$ cat src/rtl/lgc_pkg.sv
// ----------------------------------------------------------------------------
// lgc_pkg
// Shared types, codes and constants of the life grid census block.
// ----------------------------------------------------------------------------
package lgc_pkg;

  localparam int MAX_ROWS_DEF = 64;
  localparam int MAX_COLS_DEF = 64;

  localparam int DIM_W     = 7;
  localparam int ROW_W     = 6;
  localparam int COL_W     = 6;
  localparam int CNT_W     = 4;
  localparam int CFG_IDX_W = 2;

  localparam logic [DIM_W-1:0] GRID_ROWS_RST = 7'd64;
  localparam logic [DIM_W-1:0] GRID_COLS_RST = 7'd64;

  typedef enum logic [1:0] {
    OP_SET_ALIVE = 2'd0,
    OP_SET_DEAD  = 2'd1,
    OP_READ      = 2'd2,
    OP_CENSUS    = 2'd3
  } op_t;

  typedef enum logic [CFG_IDX_W-1:0] {
    CFG_GRID_ROWS  = 2'd0,
    CFG_GRID_COLS  = 2'd1,
    CFG_WRAP_EDGES = 2'd2
  } cfg_idx_t;

  typedef enum logic [1:0] {
    SEL_UP   = 2'd0,
    SEL_MID  = 2'd1,
    SEL_DOWN = 2'd2
  } row_sel_t;

  typedef enum logic [2:0] {
    ST_CLEAR,
    ST_IDLE,
    ST_FETCH,
    ST_APPLY,
    ST_MID,
    ST_DOWN,
    ST_SUM
  } state_t;

  typedef struct packed {
    logic     clear_we;
    logic     capture;
    row_sel_t rd_sel;
    logic     cnt_en;
    row_sel_t cnt_sel;
    logic     apply;
    logic     finish;
  } cmd_t;

  typedef struct packed {
    logic clear_last;
    logic census;
  } sts_t;

endpackage

$ cat src/rtl/lgc_ctrl.sv
// ----------------------------------------------------------------------------
// lgc_ctrl
// Sequencer: clearing pass after reset, then per item the row reads,
// read-modify-write or three-row neighbour count.
// ----------------------------------------------------------------------------
module lgc_ctrl
  import lgc_pkg::*;
(
  input  logic clk,
  input  logic rst,
  input  logic start,
  input  sts_t sts,
  output cmd_t cmd,
  output logic busy
);

  state_t state;
  state_t state_next;

  always_ff @(posedge clk) begin
    if (rst) begin
      state <= ST_CLEAR;
    end else begin
      state <= state_next;
    end
  end

  always_comb begin
    state_next = state;
    case (state)
      ST_CLEAR: begin
        if (sts.clear_last) state_next = ST_IDLE;
      end
      ST_IDLE: begin
        if (start) state_next = ST_FETCH;
      end
      ST_FETCH: begin
        state_next = sts.census ? ST_MID : ST_APPLY;
      end
      ST_APPLY: state_next = ST_IDLE;
      ST_MID:   state_next = ST_DOWN;
      ST_DOWN:  state_next = ST_SUM;
      ST_SUM:   state_next = ST_IDLE;
      default:  state_next = ST_CLEAR;
    endcase
  end

  always_comb begin
    cmd         = '0;
    cmd.rd_sel  = SEL_MID;
    cmd.cnt_sel = SEL_MID;
    busy        = 1'b1;
    case (state)
      ST_CLEAR: cmd.clear_we = 1'b1;
      ST_IDLE: begin
        busy        = 1'b0;
        cmd.capture = start;
      end
      ST_FETCH: cmd.rd_sel = sts.census ? SEL_UP : SEL_MID;
      ST_APPLY: begin
        cmd.apply  = 1'b1;
        cmd.finish = 1'b1;
      end
      ST_MID: begin
        cmd.rd_sel  = SEL_MID;
        cmd.cnt_en  = 1'b1;
        cmd.cnt_sel = SEL_UP;
      end
      ST_DOWN: begin
        cmd.rd_sel  = SEL_DOWN;
        cmd.cnt_en  = 1'b1;
        cmd.cnt_sel = SEL_MID;
      end
      ST_SUM: begin
        cmd.cnt_en  = 1'b1;
        cmd.cnt_sel = SEL_DOWN;
        cmd.finish  = 1'b1;
      end
      default: busy = 1'b1;
    endcase
  end

endmodule

$ cat config.mk
export PLATFORM = sky130hd
export DESIGN_NAME = lgc_ctrl
export DESIGN_NICKNAME = d
export VERILOG_FILES = /design/src/rtl/lgc_pkg.sv /design/src/rtl/lgc_ctrl.sv
export SDC_FILE = /design/constraint.sdc
export NUM_CORES = 1
export LEC_CHECK = 0
export BUFFER_PORTS_ARGS = -buffer_cell sky130_fd_sc_hd__buf_2
export CORE_AREA = 2 2 39 41
export CTS_CLUSTER_SIZE = 20
export DETAILED_ROUTE_END_ITERATION = 12
export DIE_AREA = 0 0 41 43
export MAX_ROUTING_LAYER = met4
export SLEW_MARGIN = 20
export SYNTH_ARGS = -nofsm -noshare
export SYNTH_HDL_FRONTEND = slang
export SYNTH_SLANG_ARGS = --single-unit
$ cat constraint.sdc
create_clock -name clk -period 3 [get_ports clk]
set_clock_uncertainty 0.1 [all_clocks]
set_input_delay 0.6 -clock clk [delete_from_list [all_inputs] [get_ports clk]]
set_output_delay 0.6 -clock clk [all_outputs]
set_load 0.05 [all_outputs]
==> run summary <==
Endpoints failing setup: 0
GP Congestion: 0.791
Worst setup EP type: primary output
Period utilisation layout: 72.3%
Synthesized Nets: 40
Largest Register: state
Fillers: 163
Final Hold Viols: 0
IO Pins: 15
Minimum clock period: 2.17 ns
Rel. slew slack: 75.0%
Routed length per instance: 8.98 um
Syn. warnings: 0
Die X: 41 um
Critical path buffers and inverters: 1
Fmax: 461 MHz
Share of layout cells above drive strength 1: 42.0%
CTS sink cnt: 3
Worst setup SP type: register
Worst Setup Path Type: reg2out
Core ar.: 0.00138 mm2
Initial Util: 18.4%
Syn_area_per_cell: 7.26 um2
Worst Hold Path Cells: 2
R2R cell count: 3
Worst R2R End: state[0]
Clock H-tree levels: 1
Hold WC Path Type: in2reg
Initial DRT Pass Iterations: 2
Setup bufs post-CTS: 0
CTS Root Cell: clkbuf_4
Hold Path End: state[2]
Final-stage net count: 56
Max Slew Vio Count: 0
PD cells: 541 mW/mm2
Sequential share of the synthesized area: 23.6%
Detail-routed via count per cell: 4.32
Total gr overflow: 0
Detail Route Antenna Nets: 0
Status: finished, final reports clean
CTS Buf Count: 3
Port Buf Inserts: 14
Area grow syn2layout: 37.4%
Die ar.: 0.00176 mm2
Vias in the first global route: 205
Clock transition at path regs: 0.04 ns
DRC violations left: 0
Total GRT Usage: 7.30%
Reg2reg start: state[2]
CTS tree: built
R2R Setup Slk: 1.68 ns
Crit path max-delay family: flip-flops
DRT iter0 DRCs: 6
Post-route core utilization: 25.2%
Worst-path cell chain: nor2_1, and3_4, nor2_1, buf_2
Clock tree buffer depth: 2
Cells after synthesis: 35
Largest registers: state x3
Antenna diodes: 0
RSZ-0062 raised after global routing: false
Resize count post-CTS: 0
Slew @ Worst Pin: 0.374 ns
VDD IR-drop max: 0.127 mV
Clk Latency, worst-skew pair: 0.24 ns
Critical path startpoint: state[2]
Crit Path Max Fanout: 12
WP data arrival: 1.47 ns
Final Non-Filler Cells: 66
Synthesized flop and latch total: 3
Pin count of the biggest net entering global routing: 13
Max FFs per register: 3
Critical-path top delay cell: dfxtp_1
CP peak stage delay: 0.54 ns
Post-Route WL: 593 um
Worst Path Required: 2.30 ns
Pleak: 0.161 nW
Synthesized area: 254 um2
Row cnt: 14
Die height: 43 um
Synth unique cells: 20
Max-cap check violation count: 0
Cells after DPL: 62
Via Count: 285
First-pass GRT wire length: 786 um
Top cell by count, worst path: nor2_1
Hold Startpoint: rst
Setup TNS Final: 0 ns
Initial antenna violation count: 0
Post-CTS Hold Fix Bufs: 0
## synthesized netlist by cell type
cell | instances | share of area [%]
buf_2 | 2 | 3.9
nor2_1 | 5 | 7.4
buf_6 | 1 | 4.4
nand2_1 | 3 | 4.4
nand3_1 | 1 | 2.0
and2b_1 | 1 | 3.0
a2111oi_2 | 1 | 5.9
a21oi_1 | 2 | 3.9
inv_1 | 3 | 4.4
nand2b_1 | 2 | 4.9
or2b_1 | 1 | 3.0
or3_4 | 1 | 4.4
a21oi_2 | 1 | 3.4
nor3_1 | 2 | 3.9
and3_4 | 1 | 4.4
nor2b_1 | 1 | 2.5
and2_1 | 2 | 4.9
a211oi_1 | 1 | 3.0
a31oi_1 | 1 | 2.5
dfxtp_1 | 3 | 24
## cell families after synthesis
| group | count (synthesis) | share of synthesized area [%] |
|---|---|---|
| buffers and inverters | 6 | 12.8 |
| AO/OA/AOI/OAI | 6 | 18.7 |
| flip-flops | 3 | 23.6 |
| AND/OR/NAND/NOR | 20 | 44.8 |
## stage by stage
step | instance area, um2 | setup slack [ns] | hold WS (ns) | total power [mW]
6_report | 349 | 0.831 | 0.461 | 0.189
5_1_grt | 349 | 0.727 | 0.471 | 0.198
4_1_cts | 349 | 0.836 | 0.460 | 0.192
3_5_place_dp | 323 | 1.07 | 0.491 | 0.116
3_3_place_gp | 323 | 1.09 | 0.498 | 0.115
2_1_floorplan | 254 | 0.565 | 0.424 | 0.106
## layout by cell type (no fill, tap or decap)
master	instances
and2b_1	1
nand2b_1	2
clkbuf_1	1
and3_4	1
buf_2	14
nand2_1	3
inv_1	3
nor2b_1	1
nor2_1	5
a21oi_2	1
nand3_1	1
a2111oi_2	1
or3_4	1
and2_1	2
dfxtp_1	3
clkbuf_4	3
a21oi_1	2
nor3_1	2
a211oi_1	1
or2b_1	1
a31oi_1	1
## per-layer routing
metal  global-route usage (%)  part of all wire, %  routed length [um]  vias up
li1                         -                    -                   -      146
met1                     7.40                   40                 235      128
met2                     10.3                   52                 307        9
met3                     1.57                  5.4                  32        2
met4                     8.00                  3.0                  18        0
met5                        -                    0                   0        -
## area by class of cell
type                            count  area [um2]  share of cell area (%)
Tap cell                           16        20.0                    5.73
Inverter                            3        11.3                    3.23
Sequential cell                     3        60.1                    17.2
Timing Repair Buffer               14        70.1                    20.1
Multi-Input combinational cell     26         161                    46.2
Clock buffer                        4        26.3                    7.53
## how the worst max path moves through the flow
stage	endpoint	cells past startpoint	slack, ns
after floorplan	cmd[0]	3	0.56
after global placement	cmd[5]	4	1.09
after detailed placement	cmd[5]	4	1.07
after CTS	cmd[5]	4	0.84
after global routing	cmd[5]	4	0.73
final	cmd[5]	4	0.83
## power breakdown
group,internal (mW),switching (mW)
Clock,0.0500,0.0237
Sequential,0.0433,0.00779
Combinational,0.0205,0.0438
Total,0.114,0.0752
No activity file was read; power rests on OpenSTA's default activity.
